<file path="config.mk">
export PLATFORM = sky130hd
export DESIGN_NAME = variable_width_bit_packer
export DESIGN_NICKNAME = d
export VERILOG_FILES = /design/src/rtl/vwbp_pkg.sv /design/src/rtl/vwbp_fifo.sv /design/src/rtl/vwbp_front.sv /design/src/rtl/vwbp_back.sv /design/src/rtl/variable_width_bit_packer.sv
export SDC_FILE = /design/constraint.sdc
export NUM_CORES = 1
export LEC_CHECK = 0
export ABC_AREA = 1
export BUFFER_PORTS_ARGS = -buffer_cell sky130_fd_sc_hd__buf_2
export CAP_MARGIN = 30
export CORE_ASPECT_RATIO = 1.25
export CORE_MARGIN = 1.5
export CORE_UTILIZATION = 50
export CTS_BUF_LIST = sky130_fd_sc_hd__clkbuf_16
export CTS_CLUSTER_SIZE = 12
export DETAILED_ROUTE_END_ITERATION = 12
export PLACE_DENSITY = 0.76
export SLEW_MARGIN = 20
export SYNTH_ARGS = -nofsm -noshare
export SYNTH_HDL_FRONTEND = slang
export SYNTH_HIERARCHICAL = 1
export SYNTH_SLANG_ARGS = --single-unit
</file>
<file path="constraint.sdc">
create_clock -name clock -period 22 [get_ports clock]
set_input_delay 1.1 -clock clock [delete_from_list [all_inputs] [get_ports clock]]
set_output_delay 1.1 -clock clock [all_outputs]
set_load 0.03 [all_outputs]
</file>
<file path="src/rtl/vwbp_pkg.sv">
`timescale 1ns / 1ps
package vwbp_pkg;

   // queue depths
   localparam int CMD_DEPTH = 4;
   localparam int RSP_DEPTH = 4;

   // widest field, in bits
   localparam int MAX_WIDTH = 32;
   // longest bit string one word can append (continuation bits plus value)
   localparam int STREAM_W = 64;
   // width groups the group search tries per cycle
   localparam int STEPS_PER_CYCLE = 8;

   typedef enum logic [2:0] {
      OP_FIX_U = 3'd0,
      OP_FIX_S = 3'd1,
      OP_DYN_U = 3'd2,
      OP_DYN_S = 3'd3,
      OP_FLUSH = 3'd4
   } opcode_type;

   typedef enum logic [1:0] {
      KIND_WRITE = 2'd0,
      KIND_ERROR = 2'd1,
      KIND_FLUSH = 2'd2
   } cmd_kind_type;

   typedef struct packed {
      logic [2:0]  opcode;
      logic [31:0] data_value;
      logic [5:0]  field_width;
   } req_word_type;

   typedef struct packed {
      logic [7:0] out_byte;
      logic       byte_valid;
      logic       error;
      logic       last;
   } rsp_word_type;

   // front to back: left-aligned bit string and its length
   typedef struct packed {
      cmd_kind_type        kind;
      logic [STREAM_W-1:0] stream;
      logic [5:0]          length;
   } cmd_word_type;

   // position of the highest set bit plus one, 0 for zero
   function automatic logic [5:0] bit_length(input logic [MAX_WIDTH-1:0] v);
      logic [5:0] n;
      n = '0;
      for (int i = 0; i < MAX_WIDTH; i++) begin
         if (v[i]) n = 6'(i + 1);
      end
      return n;
   endfunction

endpackage

</file>
<file path="src/rtl/vwbp_fifo.sv">
`timescale 1ns / 1ps
module vwbp_fifo #(
   parameter int WIDTH = 8,
   parameter int DEPTH = vwbp_pkg::CMD_DEPTH
) (
   input  logic             clock,
   input  logic             reset,
   input  logic             push,
   input  logic [WIDTH-1:0] wr_data,
   output logic             full,
   input  logic             pop,
   output logic [WIDTH-1:0] rd_data,
   output logic             empty
);

   localparam int AW = (DEPTH > 1) ? $clog2(DEPTH) : 1;
   localparam int CW = $clog2(DEPTH + 1);

   logic [WIDTH-1:0] mem_ff [DEPTH];
   logic [AW-1:0]    wr_ptr_ff, wr_ptr_in;
   logic [AW-1:0]    rd_ptr_ff, rd_ptr_in;
   logic [CW-1:0]    count_ff, count_in;
   logic             do_push, do_pop;

   assign full    = (count_ff == CW'(DEPTH));
   assign empty   = (count_ff == '0);
   assign do_push = push && !full;
   assign do_pop  = pop && !empty;
   assign rd_data = mem_ff[rd_ptr_ff];

   // pointer and fill count
   always_comb begin
      wr_ptr_in = wr_ptr_ff;
      rd_ptr_in = rd_ptr_ff;
      count_in  = count_ff;
      if (do_push) begin
         wr_ptr_in = (wr_ptr_ff == AW'(DEPTH - 1)) ? '0 : wr_ptr_ff + 1'b1;
      end
      if (do_pop) begin
         rd_ptr_in = (rd_ptr_ff == AW'(DEPTH - 1)) ? '0 : rd_ptr_ff + 1'b1;
      end
      case ({do_push, do_pop})
         2'b10:   count_in = count_ff + 1'b1;
         2'b01:   count_in = count_ff - 1'b1;
         default: count_in = count_ff;
      endcase
   end

   always_ff @(posedge clock) begin
      if (reset) begin
         wr_ptr_ff <= '0;
         rd_ptr_ff <= '0;
         count_ff  <= '0;
      end else begin
         wr_ptr_ff <= wr_ptr_in;
         rd_ptr_ff <= rd_ptr_in;
         count_ff  <= count_in;
      end
   end

   // storage
   always_ff @(posedge clock) begin
      if (do_push) mem_ff[wr_ptr_ff] <= wr_data;
   end

endmodule

</file>
<file path="src/rtl/vwbp_front.sv">
`timescale 1ns / 1ps
module vwbp_front (
   input  logic                   clock,
   input  logic                   reset,
   input  logic                   req_push,
   input  vwbp_pkg::req_word_type req_data,
   output logic                   req_full,
   output logic                   cmd_push,
   output vwbp_pkg::cmd_word_type cmd_word,
   input  logic                   cmd_full
);

   localparam int SW = vwbp_pkg::STREAM_W;
   localparam int VW = vwbp_pkg::MAX_WIDTH;

   // stage 1: classified word
   logic                   s1_valid_ff, s1_valid_in;
   vwbp_pkg::cmd_kind_type s1_kind_ff, s1_kind_in;
   logic                   s1_dyn_ff, s1_dyn_in;
   logic [VW-1:0]          s1_value_ff;
   logic [5:0]             s1_width_ff;
   logic [5:0]             s1_need_ff, s1_need_in;

   // stage 2: group search and bit string build
   logic                   s2_valid_ff, s2_valid_in;
   vwbp_pkg::cmd_kind_type s2_kind_ff;
   logic                   s2_dyn_ff;
   logic [VW-1:0]          s2_value_ff;
   logic [5:0]             s2_width_ff;
   logic [5:0]             s2_need_ff;
   logic [6:0]             s2_shift_ff, s2_shift_in;
   logic [4:0]             s2_groups_ff, s2_groups_in;

   vwbp_pkg::opcode_type op_code;
   logic [5:0]  ubits, sbits, rbits;
   logic        is_signed, width_ok;
   logic        s1_load, s2_load, s2_take, s2_done;
   logic [5:0]  value_bits;
   logic        stop_bit;
   logic [SW-1:0] ones_mask, value_aligned, value_placed;

   // handshake between stages
   assign s2_done  = !s2_dyn_ff || (s2_shift_ff >= {1'b0, s2_need_ff})
                     || (s2_shift_ff >= 7'(VW));
   assign s2_take  = s2_valid_ff && s2_done && !cmd_full;
   assign s2_load  = s1_valid_ff && (!s2_valid_ff || s2_take);
   assign req_full = s1_valid_ff && !s2_load;
   assign s1_load  = req_push && !req_full;
   assign cmd_push = s2_take;

   // classify the incoming word
   always_comb begin
      op_code   = vwbp_pkg::opcode_type'(req_data.opcode);
      ubits     = vwbp_pkg::bit_length(req_data.data_value);
      sbits     = vwbp_pkg::bit_length(req_data.data_value
                                       ^ {VW{req_data.data_value[VW-1]}}) + 6'd1;
      is_signed = (op_code == vwbp_pkg::OP_FIX_S) || (op_code == vwbp_pkg::OP_DYN_S);
      rbits     = is_signed ? sbits : ubits;
      width_ok  = (req_data.field_width != '0) && (req_data.field_width <= 6'(VW));
      s1_dyn_in = 1'b0;
      unique case (op_code) inside
         vwbp_pkg::OP_FLUSH: s1_kind_in = vwbp_pkg::KIND_FLUSH;
         vwbp_pkg::OP_FIX_U, vwbp_pkg::OP_FIX_S: begin
            if (!width_ok || ((req_data.field_width < 6'(VW)) && (rbits > req_data.field_width)))
               s1_kind_in = vwbp_pkg::KIND_ERROR;
            else
               s1_kind_in = vwbp_pkg::KIND_WRITE;
         end
         vwbp_pkg::OP_DYN_U, vwbp_pkg::OP_DYN_S: begin
            s1_kind_in = width_ok ? vwbp_pkg::KIND_WRITE : vwbp_pkg::KIND_ERROR;
            s1_dyn_in  = width_ok;
         end
         default: s1_kind_in = vwbp_pkg::KIND_ERROR;
      endcase
      // a zero value still needs one bit
      s1_need_in  = (rbits == '0) ? 6'd1 : rbits;
      s1_valid_in = s1_load || (s1_valid_ff && !s2_load);
   end

   // grow the width, up to eight groups a cycle
   always_comb begin
      s2_shift_in  = s2_shift_ff;
      s2_groups_in = s2_groups_ff;
      if (s2_load) begin
         s2_shift_in  = {1'b0, s1_width_ff};
         s2_groups_in = '0;
      end else if (s2_valid_ff && !s2_done) begin
         for (int i = 0; i < vwbp_pkg::STEPS_PER_CYCLE; i++) begin
            if (!((s2_shift_in >= {1'b0, s2_need_ff}) || (s2_shift_in >= 7'(VW)))) begin
               s2_shift_in  = s2_shift_in + {1'b0, s2_width_ff};
               s2_groups_in = s2_groups_in + 1'b1;
            end
         end
      end
      s2_valid_in = s2_load || (s2_valid_ff && !s2_take);
   end

   // continuation ones, stop bit, then the value, left-aligned
   always_comb begin
      if (s2_dyn_ff)
         value_bits = (s2_shift_ff >= 7'(VW)) ? 6'(VW) : s2_shift_ff[5:0];
      else
         value_bits = s2_width_ff;
      stop_bit      = s2_dyn_ff && (s2_shift_ff < 7'(VW));
      ones_mask     = ~({SW{1'b1}} >> s2_groups_ff);
      value_aligned = {s2_value_ff, {(SW - VW){1'b0}}} << (6'(VW) - value_bits);
      value_placed  = value_aligned >> (6'(s2_groups_ff) + 6'(stop_bit));
      cmd_word.kind   = s2_kind_ff;
      cmd_word.stream = ones_mask | value_placed;
      cmd_word.length = 6'(s2_groups_ff) + 6'(stop_bit) + value_bits;
   end

   always_ff @(posedge clock) begin
      if (reset) begin
         s1_valid_ff <= 1'b0;
         s2_valid_ff <= 1'b0;
      end else begin
         s1_valid_ff <= s1_valid_in;
         s2_valid_ff <= s2_valid_in;
      end
   end

   always_ff @(posedge clock) begin
      if (s1_load) begin
         s1_kind_ff  <= s1_kind_in;
         s1_dyn_ff   <= s1_dyn_in;
         s1_value_ff <= req_data.data_value;
         s1_width_ff <= req_data.field_width;
         s1_need_ff  <= s1_need_in;
      end
      if (s2_load) begin
         s2_kind_ff  <= s1_kind_ff;
         s2_dyn_ff   <= s1_dyn_ff;
         s2_value_ff <= s1_value_ff;
         s2_width_ff <= s1_width_ff;
         s2_need_ff  <= s1_need_ff;
      end
      s2_shift_ff  <= s2_shift_in;
      s2_groups_ff <= s2_groups_in;
   end

endmodule

</file>
<file path="src/rtl/vwbp_back.sv">
`timescale 1ns / 1ps
module vwbp_back (
   input  logic                   clock,
   input  logic                   reset,
   input  vwbp_pkg::cmd_word_type cmd_word,
   input  logic                   cmd_empty,
   output logic                   cmd_pop,
   output logic                   rsp_push,
   output vwbp_pkg::rsp_word_type rsp_word,
   input  logic                   rsp_full
);

   localparam int SW = vwbp_pkg::STREAM_W;

   logic [6:0] pend_bits_ff, pend_bits_in;
   logic [2:0] pend_count_ff, pend_count_in;
   logic [5:0] used_ff, used_in;

   logic [SW-1:0] window;
   logic [7:0]    top8, full_byte, part_byte, flush_byte;
   logic [3:0]    room;
   logic [5:0]    remain;
   logic          active;

   // next bits of the current string and how they merge with the partial byte
   always_comb begin
      window     = cmd_word.stream << used_ff;
      top8       = window[SW-1:SW-8];
      room       = 4'd8 - {1'b0, pend_count_ff};
      remain     = cmd_word.length - used_ff;
      full_byte  = ({1'b0, pend_bits_ff} << room) | (top8 >> pend_count_ff);
      part_byte  = ({1'b0, pend_bits_ff} << remain[2:0])
                   | (top8 >> (4'd8 - {1'b0, remain[2:0]}));
      flush_byte = {1'b0, pend_bits_ff} << room;
      active     = !cmd_empty && !rsp_full;
   end

   // one output byte per cycle at most
   always_comb begin
      cmd_pop       = 1'b0;
      rsp_push      = 1'b0;
      rsp_word      = '0;
      pend_bits_in  = pend_bits_ff;
      pend_count_in = pend_count_ff;
      used_in       = used_ff;
      if (active) begin
         unique case (cmd_word.kind)
            vwbp_pkg::KIND_ERROR: begin
               cmd_pop        = 1'b1;
               rsp_push       = 1'b1;
               rsp_word.error = 1'b1;
               rsp_word.last  = 1'b1;
            end
            vwbp_pkg::KIND_FLUSH: begin
               cmd_pop = 1'b1;
               if (pend_count_ff != '0) begin
                  rsp_push            = 1'b1;
                  rsp_word.out_byte   = flush_byte;
                  rsp_word.byte_valid = 1'b1;
                  rsp_word.last       = 1'b1;
                  pend_bits_in        = '0;
                  pend_count_in       = '0;
               end
            end
            vwbp_pkg::KIND_WRITE: begin
               if ({2'b0, room} <= remain) begin
                  // byte completes; last when fewer than eight bits stay behind
                  rsp_push            = 1'b1;
                  rsp_word.out_byte   = full_byte;
                  rsp_word.byte_valid = 1'b1;
                  rsp_word.last       = (remain - {2'b0, room}) < 6'd8;
                  pend_bits_in        = '0;
                  pend_count_in       = '0;
                  if (remain == {2'b0, room}) begin
                     cmd_pop = 1'b1;
                     used_in = '0;
                  end else begin
                     used_in = used_ff + {2'b0, room};
                  end
               end else begin
                  // tail goes into the partial byte
                  cmd_pop       = 1'b1;
                  pend_bits_in  = part_byte[6:0];
                  pend_count_in = pend_count_ff + remain[2:0];
                  used_in       = '0;
               end
            end
            default: cmd_pop = 1'b1;
         endcase
      end
   end

   always_ff @(posedge clock) begin
      if (reset) begin
         pend_bits_ff  <= '0;
         pend_count_ff <= '0;
         used_ff       <= '0;
      end else begin
         pend_bits_ff  <= pend_bits_in;
         pend_count_ff <= pend_count_in;
         used_ff       <= used_in;
      end
   end

endmodule

</file>
<file path="src/rtl/variable_width_bit_packer.sv">
`timescale 1ns / 1ps
// MSB-first bit packer. Each input word appends a fixed or self-extending
// field to a byte stream, or flushes the partial byte zero-padded; rejected
// words give one error result and leave the stream untouched. The front end
// takes one word per clock unless held: it classifies the word, then
// searches the width groups of a dynamic field eight per cycle, so a dynamic
// field with a small group size holds it while the search runs, as does a
// full command queue. The back end drains one completed byte per clock while
// a command waits and the result queue has room: a write emits each byte it
// completes, then moves any leftover bits into the partial byte; a flush gives
// at most one result. A command queue between the two and a result queue at
// the output let either side stall alone. An accepted word passes stage 1,
// stage 2 and the command queue before its first result is queued.
module variable_width_bit_packer #(
   parameter int CMD_DEPTH = vwbp_pkg::CMD_DEPTH,
   parameter int RSP_DEPTH = vwbp_pkg::RSP_DEPTH
) (
   input  logic                   clock,
   input  logic                   reset,
   input  logic                   req_push,
   input  vwbp_pkg::req_word_type req_data,
   output logic                   req_full,
   output logic                   rsp_empty,
   input  logic                   rsp_pop,
   output vwbp_pkg::rsp_word_type rsp_data
);

   localparam int CMD_W = $bits(vwbp_pkg::cmd_word_type);
   localparam int RSP_W = $bits(vwbp_pkg::rsp_word_type);

   vwbp_pkg::cmd_word_type cmd_in_word, cmd_out_word;
   vwbp_pkg::rsp_word_type rsp_in_word;
   logic [CMD_W-1:0]       cmd_rd_bits;
   logic [RSP_W-1:0]       rsp_rd_bits;
   logic cmd_push, cmd_full, cmd_pop, cmd_empty;
   logic rsp_push, rsp_full;

   vwbp_front u_front (
      .clock    (clock),
      .reset    (reset),
      .req_push (req_push),
      .req_data (req_data),
      .req_full (req_full),
      .cmd_push (cmd_push),
      .cmd_word (cmd_in_word),
      .cmd_full (cmd_full)
   );

   vwbp_fifo #(
      .WIDTH (CMD_W),
      .DEPTH (CMD_DEPTH)
   ) u_cmd_fifo (
      .clock   (clock),
      .reset   (reset),
      .push    (cmd_push),
      .wr_data (cmd_in_word),
      .full    (cmd_full),
      .pop     (cmd_pop),
      .rd_data (cmd_rd_bits),
      .empty   (cmd_empty)
   );

   assign cmd_out_word = vwbp_pkg::cmd_word_type'(cmd_rd_bits);

   vwbp_back u_back (
      .clock     (clock),
      .reset     (reset),
      .cmd_word  (cmd_out_word),
      .cmd_empty (cmd_empty),
      .cmd_pop   (cmd_pop),
      .rsp_push  (rsp_push),
      .rsp_word  (rsp_in_word),
      .rsp_full  (rsp_full)
   );

   vwbp_fifo #(
      .WIDTH (RSP_W),
      .DEPTH (RSP_DEPTH)
   ) u_rsp_fifo (
      .clock   (clock),
      .reset   (reset),
      .push    (rsp_push),
      .wr_data (rsp_in_word),
      .full    (rsp_full),
      .pop     (rsp_pop),
      .rd_data (rsp_rd_bits),
      .empty   (rsp_empty)
   );

   assign rsp_data = vwbp_pkg::rsp_word_type'(rsp_rd_bits);

endmodule
</file>
# Yosys cells after proc, flatten, opt, wreduce, memory -nomap -nowiden
# Memory sizes are Yosys's and may differ from the RTL's. A register that Yosys moved wholly into a read port is not among the register bits.
# Index checks and enable logic that the tools add are counted.
[totals]
register_bits = 138
ramBits = 332
in_bits = 45
out_inout_bits = 13
word_cells = 322
mem_count = 2
[classes]
add_sub_neg = 34
order_cmp = 22
n_eq_ne = 18
shift = 8
muxes = 153
bitwise = 5
n_reduce_logical = 56
[memory_table]
columns = ["name", "depth", "word_bits", "read_ports", "rd_clocked_by_memory_dff", "wr", "line", "rtl"]
rows = [
  ["u_cmd_fifo.mem_ff", 4, 72, 1, 1, 1, "vwbp_fifo.sv:19", "logic [WIDTH-1:0] mem_ff [DEPTH];"],
  ["u_rsp_fifo.mem_ff", 4, 11, 1, 1, 1, "vwbp_fifo.sv:19", ""],
]
[ops]
columns = ["operator", "n"]
rows = [
  ["6-bit 2-to-1 mux", 39],
  ["5-bit 2-to-1 mux", 38],
  ["7-bit 2-to-1 mux", 24],
  ["64-bit by 6-bit << shifter with 64-bit output", 2],
  ["64-bit inverter", 1],
  ["64-bit bitwise OR", 1],
  ["64-bit by 5-bit >> shifter with 64-bit output, first input constant", 1],
  ["64-bit by 6-bit >> shifter with 64-bit output", 1],
  ["7-bit by 6-bit adder with 7-bit output", 8],
  ["7-bit by 6-bit greater-or-equal comparator with 1-bit output", 8],
  ["7-bit by 6-bit greater-or-equal comparator with 1-bit output, second input constant", 8],
  ["5-bit by 1-bit adder with 5-bit output, second input constant", 8],
  ["4-bit 2-to-1 mux", 8],
  ["32-bit bitwise XOR", 1],
  ["2-bit 2-to-1 mux", 10],
  ["3-bit 2-to-1 mux", 6],
  ["9-bit 2-to-1 mux", 2],
  ["3-bit one-hot mux with 2 select lines", 3],
  ["9-bit one-hot mux with 2 select lines", 1],
  ["1-bit 2-to-1 mux", 17],
  ["1-bit logical AND", 15],
  ["1-bit logical OR", 15],
  ["2-bit == test, second input constant", 7],
  ["7-bit one-hot mux with 2 select lines", 1],
  ["other kinds (43)", 71],
]

# Longest topological paths before layout
# Gate-level depths: netlist of the first run.
[logic_depth]
ltp_word = 43
depth_mapped = 88
ltp_nobuf = 86

# By module
# Netlist of the first run, hierarchy kept.
[modules_own_cells]
columns = ["mod", "n_inst", "cells_per_inst", "area_each_um2", "seq_area_each_um2"]
rows = [
  ["vwbp_front", 1, 2063, 13883.3, 3163.0],
  ["vwbp_fifo at u_cmd_fifo", 1, 767, 11154.4, 8828.5],
  ["vwbp_back", 1, 1011, 5134.9, 320.3],
  ["vwbp_fifo at u_rsp_fifo", 1, 178, 2148.3, 1501.4],
]

# Worst setup path after synthesis of the first run
# Ideal clock, no wire load.
[synth_path]
path_kind = "register to register"
start = "register u_front.s2_width_ff[0]"
end = "register u_front.s2_shift_ff[2] (data pin)"
setup_ns = 0.327
arrival_ns = 12.427
required_time_ns = 21.673
path_slack_ns = 9.245
stages_incl_launch_ff = 76
path_buffers = 4
period_less_slack_ns = 12.755
cell_sequence = "edfxtp_1 > ha_1 > fa_1 > nand3_1 > nand2_1 > xnor2_1 > o21ai_0 > ha_1 > and3_1 > a21oi_1 > nand3_2 > buf_6 > nand2_1 > o21ai_0 > ha_1 > a21boi_0 > o21ai_1 > nand2_1 > [40 not listed] > o21bai_1 > a21oi_1 > nand3_2 > buf_4 > or2_1 > o21a_1 > inv_1 > ha_1 > a21boi_0 > o21a_1 > o21a_1 > o211a_1 > a211oi_1 > nand2_1 > nor2_2 > nand2_1 > o21ai_0 > o21ai_1"
[synth_via]
elab_chain_cells = 39
word_cells_on_any_way = 53
cone_classes = "add/sub (8); order compare (14); mux (24); reduce/logical (7)"
[synth_rtl]
columns = ["item", "line", "rtl"]
rows = [
  ["from (decl)", "vwbp_front.sv:29", "logic [5:0] s2_width_ff;"],
  ["from (signal assigned)", "vwbp_front.sv:135", "s2_width_ff <= s1_width_ff;"],
  ["7-bit by 6-bit adder with 7-bit output", "vwbp_front.sv:90", "s2_shift_in = s2_shift_in + {1'b0, s2_width_ff};"],
  ["7-bit 2-to-1 mux", "vwbp_front.sv:89", "if (!((s2_shift_in >= {1'b0, s2_need_ff}) || (s2_shift_in >= 7'(VW)))) begin"],
  ["7-bit 2-to-1 mux", "vwbp_front.sv:87", "end else if (s2_valid_ff && !s2_done) begin"],
  ["7-bit 2-to-1 mux", "vwbp_front.sv:84", "if (s2_load) begin"],
  ["7-bit by 6-bit greater-or-equal comparator with 1-bit output", "vwbp_front.sv:89", ""],
  ["1-bit logical OR", "vwbp_front.sv:89", ""],
  ["7-bit 2-to-1 mux", "vwbp_front.sv:89", ""],
  ["7-bit 2-to-1 mux", "vwbp_front.sv:87", ""],
  ["[24 not listed]", "--", ""],
  ["7-bit 2-to-1 mux", "vwbp_front.sv:87", ""],
  ["7-bit 2-to-1 mux", "vwbp_front.sv:84", ""],
  ["7-bit by 6-bit greater-or-equal comparator with 1-bit output", "vwbp_front.sv:89", ""],
  ["1-bit logical OR", "vwbp_front.sv:89", ""],
  ["7-bit 2-to-1 mux (*)", "vwbp_front.sv:89", ""],
  ["6-bit 2-to-1 mux (*)", "vwbp_front.sv:87", ""],
  ["6-bit 2-to-1 mux (*)", "vwbp_front.sv:84", ""],
  ["net u_front.s2_shift_in[2]", "vwbp_front.sv:31", "logic [6:0] s2_shift_ff, s2_shift_in;"],
  ["to (signal assigned)", "vwbp_front.sv:138", "s2_shift_ff <= s2_shift_in;"],
  ["to (decl)", "vwbp_front.sv:31", ""],
]
# The timed path passes the listed nets; every way through them passes the cells marked *. The select of a mux whose other input is x is not followed.
# A chain may end at the register's enable or synchronous reset.

# Worst setup path in the final report of the first run
# Same ends and word-level chain as after synthesis.

==> flow_results.org, run 1 <==
** Timing
- Max Transition Viols Final :: 0
- Smallest hold slack :: 411.2 ps
- At the pin with the least slew margin, the transition time is 986.5 ps.
- Setup repair after global routing left no endpoint under its margin.
- Maximum clock skew at final layout :: 28.58 ps
- Final clock period utilization by the worst path :: 67.40%
- The final hold violation count came to 0.
- For the final routed database, the setup TNS stands at 0 ps.
- Setup violations remaining at the end of the flow were counted as 0.
- Remaining max-slew budget at the tightest pin :: 34.23%
- Based on the critical path, the design can be clocked at up to 67.44 MHz.
- Post-route minimum period :: 14,830 ps

** Clock network
- At the later pin of the worst-skew pair, clock insertion delay measures 610 ps.
- Once the clock tree was built, the resizer swapped 0 gates to a different size.
- Clock Sinks :: 474
- Hold Buf Count CTS :: 0
- Counting along the longest clock path gives a buffer depth of 3.
- Buffers inserted during post-CTS setup optimization :: 0
- TritonCTS built the clock tree.
- The clock tree synthesis step divided the H-tree into 2 levels.
- Clock-pin slew was measured on the worst setup and hold paths at 70 ps.
- Clock buffers created by TritonCTS :: 50
- Clock tree synthesis selected as its root buffer the cell sky130_fd_sc_hd__clkbuf_16.

** Cells and area
- Commonest cells after routing, fill and taps aside :: sky130_fd_sc_hd__nand2_1 (1,000), sky130_fd_sc_hd__edfxtp_1 (432), sky130_fd_sc_hd__nor2_1 (389)
- Compared with the post-synthesis result, the final layout area differs by 6.794%.
- The finished cells cover 34,520 um2.
- The repair_antennas step left the layout with diodes totalling 0.
- Filler Cell Count :: 5,854
- In the final design database the tool counted 4,180 nets.
- The library cell used most frequently in the layout, excluding fill and tap cells, is sky130_fd_sc_hd__nand2_1.
- Share of cells above drive strength 1 :: 8.254%

** Floorplanning
- Overall die height :: 287.3 um
- Width of the die :: 230.4 um
- Initial standard-cell utilization of the core :: 50.38%
- In this run the count of I/O pins placed on the die edge is 58.
- Area enclosed by the die boundary :: 66,190 um2
- Area of the placeable core :: 64,150 um2
- In this run the core area contains 104 standard-cell rows.

** Global route
- The total overflow left after global routing is 0.
- Vias in the first global route :: 25.33k
- Entering global routing, the biggest net connects 83 pins.
- The first global-routing pass estimated 129.3 mm of wire.
- Global routing used 24.23% of the available tracks across all layers.
- The number of antenna violations at the first check in global routing is 1.

** Detailed routing
- After detailed routing, the number of vias per cell comes to 5.646.
- Drt first pass iters :: 6
- Across all layers, the routed design uses 27.36k vias.
- The count of nets left with antenna violations once routing finished came out at 0.
- Total detailed-routing wirelength :: 81.20 mm
- Detailed-route wire length per cell :: 16.76 um
- The first routing iteration left 2,442 violations.
- In the routed design, unresolved DRC markers number 0.

** Setup path
- Data arrives at the worst endpoint at 15,140 ps.
- By startpoint and endpoint, the worst setup path is classified as reg -> reg.
- At the worst endpoint, the required time is 22,310 ps.
- Element type at the critical path end :: register
- Cell with the most instances on the worst path :: sky130_fd_sc_hd__ha_1
- STA classifies the critical path startpoint as a register.
- The largest single stage delay on the critical path is 550 ps.
- Crit path max-delay cell type :: sky130_fd_sc_hd__edfxtp_1
- In this run the worst path has a maximum fanout of 15.

** Yosys
- Multiplexer fraction of the synthesized cell area :: 0.3716%
- In the post-synthesis netlist, the biggest area contributors are sky130_fd_sc_hd__edfxtp_1 (40%), sky130_fd_sc_hd__nand2_1 (12%), sky130_fd_sc_hd__o21ai_0 (5.9%).
- The average instance in the mapped netlist occupies 8.042 um2.
- Post-synthesis cell type with the largest combined area :: sky130_fd_sc_hd__edfxtp_1
- The number of nets handed over by synthesis was 4,230.
- By area, the combinational part of the netlist is dominated by simple AND/OR/NAND/NOR gates.
- Counting every instance in the synthesized netlist gives 4,019.
- Synthesis instantiated 75 different standard cells from the library.
- Summed over its instances, the top area cell type makes up 40.14% of the synthesized netlist area.
- For this run, the number of Yosys warnings is 6.
- Complex-gate fraction of the synthesized area :: 14.37%
- The synthesized netlist devotes 2.733% of its cell area to XOR and XNOR gates.
- Register bit total from synthesis :: 474
- In this run the cell area of the synthesized design comes to 32,320 um2.
- Summing the areas of all and, or, nand and nor instances in the mapped netlist gives 25.40% of the synthesized area.
- Arithmetic-cell share of the synthesized area counting full adders, half adders and majority gates :: 6.751%
- Sequential cells were found to cover 42.74% of the synthesized design area.

** Status
- The flow ran to the end, and the final reports show no timing, DRC or antenna violations.

** Run
- Across the run, the number of max-cap violations was 0.

** Place
- Once placement finished, the instance area stood at 32,950 um2.
- Summed over all nets, the half-perimeter wirelength after detailed placement is 58.81 mm.
- In this run the tool buffered the top-level ports with 57 buffer cells.
- Weighted congestion at the end of routability-driven global placement :: 0.9549

** Min path
- The tightest min-delay check is of the reg -> reg type.
==> sequential cells by signal (all words and copies together), names as in the netlist, 3 cells and up, named ones only <==
name / cells
u_front/s2_shift_ff: 7
u_rsp_fifo/mem_ff: 44
u_back/pend_count_ff: 3
u_front/s2_groups_ff: 5
u_front/s2_need_ff: 6
u_front/s1_width_ff: 6
u_front/s2_value_ff: 32
u_back/used_ff: 6
u_front/s1_need_ff: 6
u_front/s2_width_ff: 6
u_front/s1_value_ff: 32
u_cmd_fifo/mem_ff: 288
u_cmd_fifo/count_ff: 3
u_back/pend_bits_ff: 7
u_rsp_fifo/count_ff: 3
==> path summary, 6_finish.rpt <==
path                                               from                 endpoint  slack [ps]  cells past startpoint
worst min register to register  u_front/s1_value_ff[23]  u_front/s2_value_ff[23]         410                      0
worst max-delay path             u_front/s2_width_ff[0]   u_front/s2_shift_ff[2]        7170                     70
worst min-delay path            u_front/s1_value_ff[23]  u_front/s2_value_ff[23]         410                      0
worst max register to register   u_front/s2_width_ff[0]   u_front/s2_shift_ff[2]        7170                     70
==> synth_stat cells, drive strengths merged <==
cell,instances
o22ai,114
a21oi,120
nor2,414
nand3b,11
nor4,9
and3,1
o21a,10
ha,152
o31ai,6
o2111ai,3
nand2,1018
a211oi,4
nand4,19
nor3b,1
a22oi,3
nor3,18
or2,18
a311o,1
edfxtp,432
xnor2,36
a31oi,29
o221ai,2
o211a,1
xor2,58
o21ai,480
mux2i,12
a32oi,1
o311ai,5
fa,14
buf,109
inv,354
a22o,2
o41ai,2
clkbuf,87
a21o,5
o211ai,21
o21bai,6
a21boi,8
nand3,373
and2,9
clkinv,8
o22a,1
dfxtp,42
==> final cells by class <==
type / instances / area [um2] / share of cell area (%)
Tap cell: 848 / 1061 / 3.074
Timing Repair Buffer: 94 / 643.1 / 1.863
Clock inverter: 31 / 250.2 / 0.7250
Multi-Input combinational cell: 2987 / 16110 / 46.68
Clock buffer: 50 / 1251 / 3.625
Sequential cell: 474 / 13820 / 40.04
Inverter: 362 / 1376 / 3.987
==> per-layer routing <==
layer | track usage [%] | share of wire (%) | vias to the layer above
li1 | - | - | 13600
met1 | 28.25 | 40 | 12680
met2 | 44.17 | 50 | 868
met3 | 2.837 | 5.3 | 216
met4 | 11.47 | 4.8 | 2
met5 | 0 | 0.011 | -
==> logic make-up after synthesis <==
group	Yosys count
muxes	12
adders and majority gates	166
and+or+nand+nor	1891
DFF	474
buffers and inverters	558
xor gates and xnor gates	94
AOI/OAI and AO/OA	824
==> metrics by stage <==
step           setup WS, ps  util [%]  cells
4_1_cts                7300     53.70   4842
3_5_place_dp           7342     51.36   4761
5_1_grt                5930     53.81   4846
3_3_place_gp           7841     51.23   4756
6_report               7171     53.81   4846
2_1_floorplan          9245         -   4019
==> critical path: cells and delay by family (launching register included) <==
kind | cells | cell delay (ps)
AO/OA/AOI/OAI | 35 | 6120
AND/OR/NAND/NOR | 23 | 4680
adder cells (fa/ha/maj) | 9 | 2710
flip-flops | 1 | 550
buffers and inverters | 2 | 350
XOR/XNOR | 1 | 130
Power of run 1 is not shown: default switching activity piles up to over one toggle a cycle in this logic, so the estimate is an artifact.
==> inputs of run 2 (changes only) <==
==> constraint.sdc (replaced) <==
create_clock -name clock -period 14.43 [get_ports clock]
set_input_delay 0.7215 -clock clock [delete_from_list [all_inputs] [get_ports clock]]
set_output_delay 0.7215 -clock clock [all_outputs]
set_load 0.03 [all_outputs]
==> run 2 against run 1 <==
  * Utilization up 0.24 points
  * Cell area up 0.44%
  * Critical path type unchanged
  * Via count up 1.1%
  * Critical endpoint is now u_front/s2_shift_ff[3]
==> flow_results.org, run 2 (synthesized netlist as in run 1, its figures left out) <==
** Timing
- The max-slew violation count is 0.
- Static timing analysis puts the maximum clock frequency at 75.17 MHz.
- Remaining max-slew budget at the tightest pin :: 37.21%
- Setup total negative slack on the finished layout was measured at 0 ps.
- In the finished design, the share of the clock period the worst path needs comes to 92.20%.
- The worst path needs 13,300 ps of the cycle, external delays included.
- Maximum clock skew at final layout :: 19.54 ps
- Final setup violation count :: 0
- Setup repair after global routing left no endpoint under its margin.
- Final number of hold-violating endpoints :: 0
- Slew at the pin closest to its max-slew limit :: 941.9 ps

** Setup path
- Element type at the critical path end :: register
- The critical path in this run is classified as reg -> reg.
- Data on the critical path is required at its endpoint by 14,750 ps.
- In this design, the stage delay of the slowest critical-path cell is 420 ps.
- Highest net fanout along the worst path :: 15
- STA classifies the critical path startpoint as a register.
- Data arrival time of the worst path :: 13,630 ps
- In this design, the critical path's most frequently occurring cell is sky130_fd_sc_hd__ha_1.
- Crit path max-delay cell type :: sky130_fd_sc_hd__edfxtp_1

** Cells and area
- After the last flow step, the layout net total stands at 4,197.
- The largest registers in the layout are u_cmd_fifo/mem_ff (288), u_rsp_fifo/mem_ff (44).
- Area grow syn2layout :: 7.262%
- Combined area of the multi-input logic cells :: 16,150 um2
- Registers take 13,820 um2.
- 0 antenna diodes ended up in the layout.
- Commonest cells after routing, fill and taps aside :: sky130_fd_sc_hd__nand2_1 (1,000), sky130_fd_sc_hd__edfxtp_1 (432), sky130_fd_sc_hd__nor2_1 (387)
- Biggest register :: u_cmd_fifo/mem_ff
- Share of cells above drive strength 1 :: 8.659%
- Most common library cell in the layout ignoring fill and taps :: sky130_fd_sc_hd__nand2_1
- Max FFs per register :: 288
- The filler cells instantiated in the layout total 5,789.

** Min path
- The path class of the tightest hold or removal check is in -> reg.

** Detailed routing
- Iter 0 DRT Violations :: 2,296
- Post-route antenna net violation count :: 0
- The first detailed-routing pass took 6 iterations.
- Detailed-route wire length per cell :: 16.80 um
- Summed over all layers, the routed wires come to 81.77 mm.
- DRC errors left :: 0
- Detail-routed via count per cell :: 5.682
- Number of vias in the routed layout :: 27.65k

** Global route
- Global routing consumed, on the met2 layer, 44.71% of the routing resources.
- First-pass GRT wire length :: 130.4 mm
- Vias in the first global route :: 26.01k
- For met3 alone, demand over resource in global routing was 3.026%.
- GRT Overall Usage :: 24.47%
- Met1 capacity usage during global routing :: 27.99%
- The number of antenna violations at the first check in global routing was 0.
- Entering global routing, the biggest net connects 93 pins.
- For this run the aggregate overflow at the end of global routing stands at 0.
- In this run the most used layer during global routing was met2.

** Clock network
- For the worst-skew pair, the clock arrives at the later sink with an insertion delay of 610 ps.
- The H-tree generated during clock tree synthesis spans 2 levels.
- Clock-pin slew was measured on the worst setup and hold paths at 60 ps.
- The clock passes through at most 3 buffers.
- The number of clock buffers added by TritonCTS is 50.
- Clock tree from TritonCTS :: done
- Clock root buffer :: sky130_fd_sc_hd__clkbuf_16
- For this design, the sink count on the clock tree is 474.

** Floorplanning
- The initial utilization of the core area, before any placement, comes to 50.38%.
- The core region is 64,150 um2.
- The die is 230.4 um wide.
- Area enclosed by the die boundary :: 66,190 um2
- Cell Rows :: 104
- The floorplan step set the die height to 287.3 um.
- Boundary Pins :: 58

** Place
- At the end of routability-driven placement, the weighted congestion stood at 0.9633.
- DP HPWL :: 58.87 mm
- Number of port buffers :: 57

** Run
- Number of max-cap violations :: 0

** Status
- The flow ran to the end, and the final reports show no timing, DRC or antenna violations.
[run 2: changes by cell type in the layout (fill, tap and decap cells not counted), moves of 3 or more]
cell	delta
sky130_fd_sc_hd__inv_1	+4
sky130_fd_sc_hd__clkinv_1	+5
sky130_fd_sc_hd__a21oi_2	+3
sky130_fd_sc_hd__o21ai_0	-8
sky130_fd_sc_hd__a21oi_1	-3
sky130_fd_sc_hd__o21ai_1	+7
sky130_fd_sc_hd__buf_4	+16
[run 2: cell type report]
type	instances	share of cell area, %
Clock buffer	50	3.609
Clock inverter	35	0.6063
Inverter	362	3.970
Multi-Input combinational cell	2987	46.60
Sequential cell	474	39.87
Tap cell	848	3.060
Timing Repair Buffer	111	2.292
[run 2: timing repair]
action | in CTS | in global routing
resized for setup | 0 | 17
hold buffers | 0 | 0
buffers inserted | 0 | 4
setup endpoints to repair | 0 | 12
[run 2: path summary, 6_finish.rpt]
| kind | startpoint | to | slack (ps) | depth (start not counted) |
|---|---|---|---|---|
| min reg2reg | u_front/s1_value_ff[17] | u_front/s2_value_ff[17] | 410 | 0 |
| max | u_front/s2_shift_ff[0] | u_front/s2_shift_ff[3] | 1130 | 70 |
| max reg2reg | u_front/s2_shift_ff[0] | u_front/s2_shift_ff[3] | 1130 | 70 |
| min | req_data[4] | u_front/s1_width_ff[4] | 320 | 1 |
[run 2: stage by stage]
stage / util, % / hold slack [ps] / std cells / instance area (um2) / setup WS (ps)
2_1_floorplan: - / 400.3 / 4019 / 32320 / 1675
4_1_cts: 53.81 / 304.9 / 4859 / 34520 / 33.80
3_3_place_gp: 51.36 / 402.1 / 4767 / 32950 / 621.5
3_5_place_dp: 51.53 / 404.5 / 4774 / 33060 / 115.6
6_report: 54.04 / 320.4 / 4867 / 34670 / 1126
5_1_grt: 54.04 / 310.0 / 4867 / 34670 / 19.80
[run 2: routing by layer]
layer | routed length [um] | vias to the layer above
met4 | 4225 | 0
met1 | 32240 | 12840
met2 | 41050 | 912
li1 | - | 13650
met5 | 0 | -
met3 | 4255 | 250
[run 2: critical path: cells and delay by family (launching register included)]
family,cells,cell delay (ps)
simple gates,22,3990
compound gates,34,5480
fa+ha+maj,9,2580
xor+xnor,1,130
flops,1,420
buf+inv,4,420
Power of run 2 is left out for the same reason.
